File: config.mk
export PLATFORM = sky130hd
export DESIGN_NAME = bitmap_slot_allocator_top
export DESIGN_NICKNAME = d
export VERILOG_FILES = /design/src/rtl/bsa_pkg.sv /design/src/rtl/bsa_ctrl.sv /design/src/rtl/bsa_datapath.sv /design/src/rtl/bitmap_slot_allocator_top.sv
export VERILOG_INCLUDE_DIRS = /design/src /design/src/rtl
export SDC_FILE = /design/constraint.sdc
export NUM_CORES = 2
export LEC_CHECK = 0
export BUFFER_PORTS_ARGS = -buffer_cell sky130_fd_sc_hd__buf_2
export CAP_MARGIN = 20
export CELL_PAD_IN_SITES_DETAIL_PLACEMENT = 1
export CELL_PAD_IN_SITES_GLOBAL_PLACEMENT = 1
export CORE_MARGIN = 5
export CORE_UTILIZATION = 30
export CTS_BUF_LIST = sky130_fd_sc_hd__clkbuf_8
export CTS_CLUSTER_SIZE = 40
export DETAILED_ROUTE_END_ITERATION = 8
export PLACE_DENSITY = 0.52
export SETUP_SLACK_MARGIN = 0.2
export SYNTH_ARGS = -nofsm -noshare
export SYNTH_HDL_FRONTEND = slang
export SYNTH_HIERARCHICAL = 1
export SYNTH_SLANG_ARGS = --single-unit
File: constraint.sdc
create_clock -name clk -period 5.7 [get_ports clk]
set_clock_uncertainty 0.05 [all_clocks]
set_input_delay 1.71 -clock clk [delete_from_list [all_inputs] [get_ports clk]]
set_output_delay 1.71 -clock clk [all_outputs]
set_load 0.005 [all_outputs]
File: src/rtl/bitmap_slot_allocator_top_defines.svh
// ----------------------------------------------------------------------------
// Assertion macros for the slot allocator
// Clocked property checks; they compile away when SYNTHESIS is set.
// ----------------------------------------------------------------------------
`ifndef BITMAP_SLOT_ALLOCATOR_TOP_DEFINES_SVH
`define BITMAP_SLOT_ALLOCATOR_TOP_DEFINES_SVH

`ifndef SYNTHESIS
// property that must hold at every edge outside reset
`define BSA_ASSERT(lbl, expr) \
  lbl: assert property (@(posedge clk) disable iff (rst) (expr)) \
    else $error("slot allocator check failed");
// consequence that must hold in the cycle after the antecedent
`define BSA_ASSERT_NEXT(lbl, ante, cons) \
  lbl: assert property (@(posedge clk) disable iff (rst) (ante) |=> (cons)) \
    else $error("slot allocator sequence check failed");
`else
`define BSA_ASSERT(lbl, expr)
`define BSA_ASSERT_NEXT(lbl, ante, cons)
`endif

`endif

File: src/rtl/bsa_pkg.sv
// ----------------------------------------------------------------------------
// Slot allocator package
// Sizes, codes, controller/datapath structs and the bit scan functions.
// ----------------------------------------------------------------------------
package bsa_pkg;

  localparam int SLOTS        = 1024;
  localparam int WORD_BITS    = 64;
  localparam int NWORDS       = SLOTS / WORD_BITS;
  localparam int SLOT_W       = $clog2(SLOTS);
  localparam int BIT_IDX_W    = $clog2(WORD_BITS);
  localparam int WORD_IDX_W   = (NWORDS > 1) ? $clog2(NWORDS) : 1;
  localparam int COUNT_W      = $clog2(SLOTS + 1);
  localparam int SLOT_BYTES_W = 16;
  localparam int WIU_W        = 5;
  localparam int OFFSET_W     = 26;
  localparam int CMD_W        = 2;
  localparam int STATUS_W     = 2;
  localparam int CFG_INDEX_W  = 8;
  localparam int CFG_DATA_W   = 16;
  localparam int IN_DATA_W    = ((SLOT_W + 7) / 8) * 8;
  localparam int OUT_FIELDS_W = SLOT_W + OFFSET_W + 2 * COUNT_W;
  localparam int OUT_DATA_W   = ((OUT_FIELDS_W + 7) / 8) * 8;

  localparam logic [CFG_INDEX_W-1:0] REG_SLOT_BYTES   = CFG_INDEX_W'(0);
  localparam logic [CFG_INDEX_W-1:0] REG_WORDS_IN_USE = CFG_INDEX_W'(1);

  typedef enum logic [CMD_W-1:0] {
    CMD_ALLOC = 2'd0,
    CMD_FREE  = 2'd1,
    CMD_CLEAR = 2'd2,
    CMD_BAD   = 2'd3
  } cmd_t;

  typedef enum logic [STATUS_W-1:0] {
    ST_OK      = 2'd0,
    ST_FULL    = 2'd1,
    ST_DOUBLE  = 2'd2,
    ST_INVALID = 2'd3
  } status_t;

  // controller -> datapath
  typedef struct packed {
    logic    load_item;
    logic    grant_wm;
    logic    scan_lo_word;
    logic    grant_lo;
    logic    free_slot;
    logic    scan_hi_word;
    logic    set_hi_mark;
    logic    clear_pool;
    logic    load_result;
    status_t res_status;
  } ctl_t;

  // datapath -> controller
  typedef struct packed {
    cmd_t cmd;
    logic wm_below_cap;
    logic any_free;
    logic idx_in_range;
    logic idx_bit_set;
    logic idx_is_top;
    logic out_free;
  } stat_t;

  // capacity in slots; zero words acts as one, too many as the full pool
  function automatic logic [COUNT_W-1:0] cap_of(input logic [WIU_W-1:0] wiu);
    logic [WIU_W-1:0] w;
    w = wiu;
    if (w == '0) w = WIU_W'(1);
    if (w > WIU_W'(NWORDS)) w = WIU_W'(NWORDS);
    return COUNT_W'(w) << BIT_IDX_W;
  endfunction

  // index of the lowest set bit (isolate it, then encode the one-hot)
  function automatic logic [BIT_IDX_W-1:0] low_one_word(input logic [WORD_BITS-1:0] v);
    logic [WORD_BITS-1:0] iso;
    logic [BIT_IDX_W-1:0] r;
    iso = v & (~v + WORD_BITS'(1));
    r   = '0;
    for (int i = 0; i < WORD_BITS; i++) begin
      if (iso[i]) r = r | BIT_IDX_W'(i);
    end
    return r;
  endfunction

  function automatic logic [BIT_IDX_W-1:0] high_one_word(input logic [WORD_BITS-1:0] v);
    logic [WORD_BITS-1:0] rev;
    for (int i = 0; i < WORD_BITS; i++) begin
      rev[i] = v[WORD_BITS-1-i];
    end
    return BIT_IDX_W'(WORD_BITS - 1) - low_one_word(rev);
  endfunction

  function automatic logic [WORD_IDX_W-1:0] low_one_flags(input logic [NWORDS-1:0] v);
    logic [NWORDS-1:0]     iso;
    logic [WORD_IDX_W-1:0] r;
    iso = v & (~v + NWORDS'(1));
    r   = '0;
    for (int i = 0; i < NWORDS; i++) begin
      if (iso[i]) r = r | WORD_IDX_W'(i);
    end
    return r;
  endfunction

  function automatic logic [WORD_IDX_W-1:0] high_one_flags(input logic [NWORDS-1:0] v);
    logic [NWORDS-1:0] rev;
    for (int i = 0; i < NWORDS; i++) begin
      rev[i] = v[NWORDS-1-i];
    end
    return WORD_IDX_W'(NWORDS - 1) - low_one_flags(rev);
  endfunction

endpackage

File: src/rtl/bsa_ctrl.sv
// ----------------------------------------------------------------------------
// Slot allocator controller
// Sequences one command at a time through the datapath and picks the status.
// ----------------------------------------------------------------------------
`include "bitmap_slot_allocator_top_defines.svh"

module bsa_ctrl (
  input  logic          clk,
  input  logic          rst,
  input  logic          s_tvalid,
  output logic          s_tready,
  input  bsa_pkg::stat_t stat,
  output bsa_pkg::ctl_t  ctl
);
  import bsa_pkg::*;

  typedef enum logic [2:0] {
    S_IDLE,
    S_EXEC,
    S_LO_WORD,
    S_LO_BIT,
    S_HI_WORD,
    S_HI_BIT,
    S_RESULT
  } state_t;

  state_t  state, state_next;
  status_t res_status, res_status_next;

  assign s_tready = (state == S_IDLE);

  always_comb begin
    ctl             = '0;
    ctl.res_status  = res_status;
    state_next      = state;
    res_status_next = res_status;
    unique case (state)
      S_IDLE: begin
        if (s_tvalid) begin
          ctl.load_item   = 1'b1;
          res_status_next = ST_OK;
          state_next      = S_EXEC;
        end
      end
      S_EXEC: begin
        state_next = S_RESULT;
        unique case (stat.cmd)
          CMD_ALLOC: begin
            if (stat.wm_below_cap) begin
              ctl.grant_wm = 1'b1;
            end else if (stat.any_free) begin
              state_next = S_LO_WORD;
            end else begin
              res_status_next = ST_FULL;
            end
          end
          CMD_FREE: begin
            if (!stat.idx_in_range) begin
              res_status_next = ST_INVALID;
            end else if (!stat.idx_bit_set) begin
              res_status_next = ST_DOUBLE;
            end else begin
              ctl.free_slot = 1'b1;
              if (stat.idx_is_top) state_next = S_HI_WORD;
            end
          end
          CMD_CLEAR: begin
            ctl.clear_pool = 1'b1;
          end
          CMD_BAD: begin
            res_status_next = ST_INVALID;
          end
        endcase
      end
      S_LO_WORD: begin
        ctl.scan_lo_word = 1'b1;
        state_next       = S_LO_BIT;
      end
      S_LO_BIT: begin
        ctl.grant_lo = 1'b1;
        state_next   = S_RESULT;
      end
      S_HI_WORD: begin
        ctl.scan_hi_word = 1'b1;
        state_next       = S_HI_BIT;
      end
      S_HI_BIT: begin
        ctl.set_hi_mark = 1'b1;
        state_next      = S_RESULT;
      end
      S_RESULT: begin
        if (stat.out_free) begin
          ctl.load_result = 1'b1;
          state_next      = S_IDLE;
        end
      end
      default: state_next = S_IDLE;
    endcase
  end

  always_ff @(posedge clk) begin
    if (rst) begin
      state      <= S_IDLE;
      res_status <= ST_OK;
    end else begin
      state      <= state_next;
      res_status <= res_status_next;
    end
  end

  `BSA_ASSERT_NEXT(a_busy_after_accept, s_tvalid && s_tready, !s_tready)
  `BSA_ASSERT(a_lo_scan_has_free, (state != S_LO_BIT) || stat.any_free)
  `BSA_ASSERT(a_result_only_free, !ctl.load_result || stat.out_free)

endmodule

File: src/rtl/bsa_datapath.sv
// ----------------------------------------------------------------------------
// Slot allocator datapath
// Occupancy words, water mark, free count, config registers, result stage.
// ----------------------------------------------------------------------------
`include "bitmap_slot_allocator_top_defines.svh"

module bsa_datapath (
  input  logic                             clk,
  input  logic                             rst,
  input  logic                             cfg_valid,
  output logic                             cfg_ready,
  input  logic [bsa_pkg::CFG_INDEX_W-1:0]  cfg_index,
  input  logic [bsa_pkg::CFG_DATA_W-1:0]   cfg_data,
  input  logic [bsa_pkg::IN_DATA_W-1:0]    s_tdata,
  input  logic [bsa_pkg::CMD_W-1:0]        s_tuser,
  output logic                             m_tvalid,
  input  logic                             m_tready,
  output logic [bsa_pkg::OUT_DATA_W-1:0]   m_tdata,
  output logic [bsa_pkg::STATUS_W-1:0]     m_tuser,
  input  bsa_pkg::ctl_t                    ctl,
  output bsa_pkg::stat_t                   stat
);
  import bsa_pkg::*;

  logic [WORD_BITS-1:0]    words [NWORDS];
  logic [NWORDS-1:0]       word_full;
  logic [NWORDS-1:0]       word_used;
  logic [COUNT_W-1:0]      water_mark;
  logic [COUNT_W-1:0]      free_count;
  logic [SLOT_BYTES_W-1:0] slot_bytes;
  logic [WIU_W-1:0]        words_in_use;
  logic [COUNT_W-1:0]      cap_slots;

  cmd_t                    cmd_r;
  logic [SLOT_W-1:0]       idx_r;
  logic [SLOT_W-1:0]       slot_r;
  logic [WORD_IDX_W-1:0]   lo_word;
  logic [WORD_IDX_W-1:0]   hi_word;
  logic                    hi_any;

  logic [STATUS_W-1:0]     out_status;
  logic [SLOT_W-1:0]       out_given;
  logic [OFFSET_W-1:0]     out_offset;
  logic [COUNT_W-1:0]      out_free;
  logic [COUNT_W-1:0]      out_high;

  logic [WORD_IDX_W-1:0]   idx_word;
  logic [BIT_IDX_W-1:0]    idx_bit;
  logic [WORD_IDX_W-1:0]   wm_word;
  logic [BIT_IDX_W-1:0]    wm_bit;
  logic [BIT_IDX_W-1:0]    lo_bit;
  logic [BIT_IDX_W-1:0]    hi_bit;
  logic [OFFSET_W-1:0]     product;
  logic                    cfg_words_wr;

  assign cfg_ready    = 1'b1;
  assign cap_slots    = cap_of(words_in_use);
  assign cfg_words_wr = cfg_valid && (cfg_index == REG_WORDS_IN_USE);

  assign idx_word = WORD_IDX_W'(idx_r >> BIT_IDX_W);
  assign idx_bit  = idx_r[BIT_IDX_W-1:0];
  assign wm_word  = WORD_IDX_W'(water_mark >> BIT_IDX_W);
  assign wm_bit   = water_mark[BIT_IDX_W-1:0];
  assign lo_bit   = low_one_word(~words[lo_word]);
  assign hi_bit   = high_one_word(words[hi_word]);
  assign product  = OFFSET_W'(slot_r) * OFFSET_W'(slot_bytes);

  always_comb begin
    for (int w = 0; w < NWORDS; w++) begin
      word_full[w] = &words[w];
      word_used[w] = |words[w];
    end
  end

  always_comb begin
    stat.cmd          = cmd_r;
    stat.wm_below_cap = water_mark < cap_slots;
    stat.any_free     = free_count != '0;
    stat.idx_in_range = COUNT_W'(idx_r) < cap_slots;
    stat.idx_bit_set  = words[idx_word][idx_bit];
    stat.idx_is_top   = (COUNT_W'(idx_r) + COUNT_W'(1)) == water_mark;
    stat.out_free     = !m_tvalid || m_tready;
  end

  // pool state and handshake flags
  always_ff @(posedge clk) begin
    if (rst) begin
      slot_bytes   <= SLOT_BYTES_W'(1);
      words_in_use <= WIU_W'(NWORDS);
      for (int w = 0; w < NWORDS; w++) words[w] <= '0;
      water_mark   <= '0;
      free_count   <= cap_of(WIU_W'(NWORDS));
      m_tvalid     <= 1'b0;
    end else begin
      if (cfg_valid && (cfg_index == REG_SLOT_BYTES)) begin
        slot_bytes <= cfg_data[SLOT_BYTES_W-1:0];
      end
      // a capacity change empties the pool
      if (cfg_words_wr) begin
        words_in_use <= cfg_data[WIU_W-1:0];
        for (int w = 0; w < NWORDS; w++) words[w] <= '0;
        water_mark   <= '0;
        free_count   <= cap_of(cfg_data[WIU_W-1:0]);
      end
      if (ctl.grant_wm) begin
        words[wm_word][wm_bit] <= 1'b1;
        water_mark             <= water_mark + COUNT_W'(1);
        free_count             <= free_count - COUNT_W'(1);
      end
      if (ctl.grant_lo) begin
        words[lo_word][lo_bit] <= 1'b1;
        free_count             <= free_count - COUNT_W'(1);
      end
      if (ctl.free_slot) begin
        words[idx_word][idx_bit] <= 1'b0;
        free_count               <= free_count + COUNT_W'(1);
      end
      // top slot freed: mark drops to one past the highest slot still held
      if (ctl.set_hi_mark) begin
        water_mark <= hi_any ? (COUNT_W'({hi_word, hi_bit}) + COUNT_W'(1)) : '0;
      end
      if (ctl.clear_pool) begin
        for (int w = 0; w < NWORDS; w++) words[w] <= '0;
        water_mark <= '0;
        free_count <= cap_slots;
      end
      if (ctl.load_result) begin
        m_tvalid <= 1'b1;
      end else if (m_tready) begin
        m_tvalid <= 1'b0;
      end
    end
  end

  // item, scan and result payload
  always_ff @(posedge clk) begin
    if (ctl.load_item) begin
      cmd_r  <= cmd_t'(s_tuser);
      idx_r  <= s_tdata[SLOT_W-1:0];
      slot_r <= '0;
    end
    if (ctl.grant_wm) slot_r <= water_mark[SLOT_W-1:0];
    if (ctl.grant_lo) slot_r <= SLOT_W'({lo_word, lo_bit});
    if (ctl.scan_lo_word) lo_word <= low_one_flags(~word_full);
    if (ctl.scan_hi_word) begin
      hi_word <= high_one_flags(word_used);
      hi_any  <= |word_used;
    end
    if (ctl.load_result) begin
      out_status <= ctl.res_status;
      out_given  <= slot_r;
      out_offset <= product;
      out_free   <= free_count;
      out_high   <= water_mark;
    end
  end

  assign m_tuser = out_status;
  assign m_tdata = {(OUT_DATA_W - OUT_FIELDS_W)'(0), out_high, out_free, out_offset, out_given};

  `BSA_ASSERT(a_free_le_cap, free_count <= cap_slots)
  `BSA_ASSERT(a_mark_le_cap, water_mark <= cap_slots)
  `BSA_ASSERT(a_free_above_mark, (cap_slots - water_mark) <= free_count)

endmodule

File: src/rtl/bitmap_slot_allocator_top.sv
// ----------------------------------------------------------------------------
// Bitmap slot allocator
// Fixed-size slot pool with occupancy bitmap, high-water mark and free count.
// ----------------------------------------------------------------------------
// One command is handled at a time. Allocate from the high-water mark,
// allocate into a full pool, free, clear and rejected commands go from the
// execute state to the result state. An allocate that has to fall back to
// the lowest free slot and a free of the top slot pass through a word-scan
// and a bit-scan state: the controller scans the per-word full/used flags
// for a word, then that 64-bit word for the bit, one registered step each.
// A new command is taken as soon as the result sits in the output register,
// which holds it until the master side takes the transfer. Configuration
// writes are always ready; a write to words_in_use empties the pool.
module bitmap_slot_allocator_top (
  input  logic                             clk,
  input  logic                             rst,
  // configuration
  input  logic                             cfg_valid,
  output logic                             cfg_ready,
  input  logic [bsa_pkg::CFG_INDEX_W-1:0]  cfg_index,
  input  logic [bsa_pkg::CFG_DATA_W-1:0]   cfg_data,
  // command stream
  input  logic                             s_tvalid,
  output logic                             s_tready,
  input  logic [bsa_pkg::IN_DATA_W-1:0]    s_tdata,  // slot_index
  input  logic [bsa_pkg::CMD_W-1:0]        s_tuser,  // command
  // result stream
  output logic                             m_tvalid,
  input  logic                             m_tready,
  // given_slot, byte_offset, free_slots, high_water
  output logic [bsa_pkg::OUT_DATA_W-1:0]   m_tdata,
  output logic [bsa_pkg::STATUS_W-1:0]     m_tuser   // status
);
  import bsa_pkg::*;

  ctl_t  ctl;
  stat_t stat;

  bsa_ctrl u_ctrl (
    .clk      (clk),
    .rst      (rst),
    .s_tvalid (s_tvalid),
    .s_tready (s_tready),
    .stat     (stat),
    .ctl      (ctl)
  );

  bsa_datapath u_datapath (
    .clk       (clk),
    .rst       (rst),
    .cfg_valid (cfg_valid),
    .cfg_ready (cfg_ready),
    .cfg_index (cfg_index),
    .cfg_data  (cfg_data),
    .s_tdata   (s_tdata),
    .s_tuser   (s_tuser),
    .m_tvalid  (m_tvalid),
    .m_tready  (m_tready),
    .m_tdata   (m_tdata),
    .m_tuser   (m_tuser),
    .ctl       (ctl),
    .stat      (stat)
  );

endmodule
==> impl_metrics.ini <==
[run_status]
outcome = finished, violations left
violations = setup timing

[power]
power.leakage_nw = 41.6
pwr_density_cell_mw_per_mm2 = 195
peakVddDrop_mv = 0.152

[global_routing]
grt_max_degree = 125
grt_overflow_total = 0
grt.total_usage_pct = 45.8
grt_pass1_vias = 107504
antenna_found_initial = 102
grt_pass1_wl_um = 994000

[final_layout]
area_growth_pct = 32.3
final_util_pct = 39.9
fillers = 33686
design_area_sq_mm = 0.121
layout.cells.non_filler = 15335
layout.nets = 11330
drive_gt1_share_pct = 35.5

[sta]
post-route-min-period_ns = 5.89
clock.fmax_mhz = 170
slew_headroom_pct = 0.328
fin_setup_tns_ns = -20.82
rsz0062_at_grt = yes
slew_violations = 0
post-route-period-util_pct = 103
setup_ws_ns = -0.195
setup_violations = 384
tightest_slew_ns = 1.50
finalHoldViolCount = 0

[placed_design]
placed_cell_area_sq_mm = 0.110
dp_hpwl_um = 537000
port_buffers = 102
post-place-ws_ns = -0.387
place.gp.congestion = 1.13
dp_cells = 14633

[clock_tree]
cts-root-buf = clkbuf_8
clock-sinks = 1176
htreeDepth = 5
cts_tree = yes
cts_made_buffers = 262
worst_skew_pair.late_latency_ns = 1.10
cts.hold.buffers_added = 0
clock_path_buffers = 4
clkTransAtPathRegs_ns = 0.06

[logic_synthesis]
ys_types = 104
yosysMostFrequentCell = dfxtp_1
yosysTopAreaCell = dfxtp_1
netlist_instances = 9847
synth.cell_area_sq_mm = 0.0915
synth_area_per_cell_sq_um = 9.29
yosysTopAreaCellShare_pct = 23.7
synth-seq-cells = 1176
seq_area_frac_synth_pct = 26.7
yosysWarnings = 6
synth-edff-count = 91
ys.flop_type = dfxtp_1
synth_commonest_cells = 1085 x dfxtp_1, 1014 x nor2_1, 894 x mux4_2, 881 x a22oi_1, 833 x clkbuf_1
yosys-top-cells-area = dfxtp_1 24%, mux4_2 22%, a22oi_1 7.2%
async_flop_share_pct = 0

[min_path]
hold_path_depth = 2
min-delay-path-class = reg2reg
hold_end = u_datapath/words_in_use[0]$_SDFFE_PP0P_
hold_start = u_datapath/words_in_use[0]$_SDFFE_PP0P_

[floorplanning]
initial_core_util_pct = 30.2
dieArea_sq_mm = 0.316
fp.dieW_um = 562
chipHeight_um = 562
core_sq_mm = 0.303
rows = 202
io_pins = 116

[worst_setup_path]
crit_fanout = 11
rr_endpoint = u_datapath/words[5][46]$_SDFF_PP0_
worstPathRequired_ns = 6.62
path_class = reg2reg
cp_data_arrival_time_ns = 6.81
r2r_slack_ns = -0.19
start_kind = flop
reg2reg_depth = 21
end_kind = flop

[detailed_routing]
viasPerCell = 7.40
vias = 113480
first_pass_iters = 7
wirelength_um = 761000
drcViolationCount = 0
avgRoutedWirePerCell_um = 49.6
drtIter0Drc = 18344
ant_nets = 0

[run]
maxCapViolCount = 0
flip-flops by register name, indices dropped and copies added (netlist names), 2 cells and up, named ones only:
signal,count
u_datapath/lo_word,4
u_datapath/idx_r,10
u_datapath/out_free,11
u_datapath/water_mark,11
u_datapath/words_in_use,5
u_datapath/words,1024
u_ctrl/res_status,2
u_datapath/hi_word,4
u_ctrl/state,3
u_datapath/out_given,10
u_datapath/out_high,11
u_datapath/slot_r,10
u_datapath/free_count,11
u_datapath/out_offset,26
u_datapath/m_tuser,2
u_datapath/cmd_r,2
u_datapath/slot_bytes,16
routing by layer:
layer | global-route usage, % | vias up | wire length, um
met4 | 35.9 | 46 | 73200
met5 | 0 | - | 540
li1 | - | 42181 | -
met2 | 63.1 | 9589 | 304000
met3 | 20.6 | 2759 | 108000
met1 | 55.1 | 58905 | 275000
worst max-delay path, cell delays in order (launching register included):
cell and delay [ns]:
dfxtp_4 0.37, buf_16 0.17, buf_4 0.19, buf_4 0.20, mux4_2 0.52, mux4_2 0.62, mux2i_1 0.18, o21ai_0 0.09
o21ai_1 0.48, o221ai_1 0.24, buf_4 0.22, mux4_2 0.61, nand4b_4 0.17, nor2_4 0.10, nor2b_4 0.18, and3_4 0.22
buf_12 0.16, nand2_8 0.13, buf_12 0.18, nor2_4 0.04, or3_4 0.42, o22ai_1 0.10
final cells by class:
cell class	count	area (sq um)	share of cell area (%)
antenna	80	200	0.165
timing repair buffer	2092	19900	16.5
tap	3978	4980	4.11
clock buffer	305	4200	3.47
clock inverter	137	822	0.679
inverter	142	536	0.442
multi-input combinational	7425	65900	54.4
sequential	1176	24500	20.2
repair_timing:
action / CTS / global route
endpoints found under the setup margin: 1042 / 1041
buffers inserted: 48 / 81
gates cloned: 18 / 21
gates resized for setup: 186 / 609
pin swaps: 91 / 334
power breakdown:
group | internal (mW) | leakage [nW] | switching (mW)
logic | 1.69 | 29.1 | 3.42
registers | 8.40 | 9.61 | 0.119
clock network | 5.10 | 2.89 | 4.84
placed cells by master, fill, tap and decap left out, drive strengths merged, types with 388 or more instances in the layout:
cell type	netlist	layout
nand2	494	494
dfxtp	1085	1085
nor2	1018	1018
o22ai	527	527
buf	276	2068
mux4	894	894
nand4	436	436
a22oi	881	881
a21oi	561	561
nor4	388	388
through the flow:
step	hold WS [ns]	total power, mW
2_1_floorplan	0.356	10.9
3_3_place_gp	0.428	13.2
3_5_place_dp	0.447	13.3
4_1_cts	0.463	23.3
5_1_grt	0.487	23.9
6_report	0.458	23.6
worst max-delay path by stage:
| stage | startpoint | to | slack [ns] | depth (start not counted) |
|---|---|---|---|---|
| 6_report | flop | u_datapath/words[5][46]$_SDFF_PP0_ | -0.19 | 21 |
| 5_1_grt | u_datapath/slot_r[2]$_DFFE_PP_ | u_datapath/out_offset[25]$_DFFE_PP_ | -0.18 | 19 |
| 4_1_cts | flop | u_datapath/words[13][44]$_SDFF_PP0_ | 0.003 | 19 |
| 3_5_place_dp | flop | u_datapath/words[1][1]$_SDFF_PP0_ | -0.39 | 18 |
| 3_3_place_gp | flop | u_datapath/words[0][1]$_SDFF_PP0_ | -0.31 | 18 |
| 2_1_floorplan | flop | u_datapath/words[14][22]$_SDFF_PP0_ | 0.22 | 18 |
logic make-up (layout without fill, tap and decap cells):
group / Yosys count / after routing / share of synthesized area, %
simple gates: 3512 / 3512 / 20.7
compound gates: 2706 / 2706 / 20.2
buf+inv: 1251 / 2676 / 5.63
flops: 1176 / 1176 / 26.7
mux: 970 / 970 / 22.9
fa+ha+maj: 185 / 185 / 3.43
xor+xnor: 45 / 45 / 0.431
other cells: 2 / 87 / 0.00821
No activity file was read; power rests on OpenSTA's default activity.
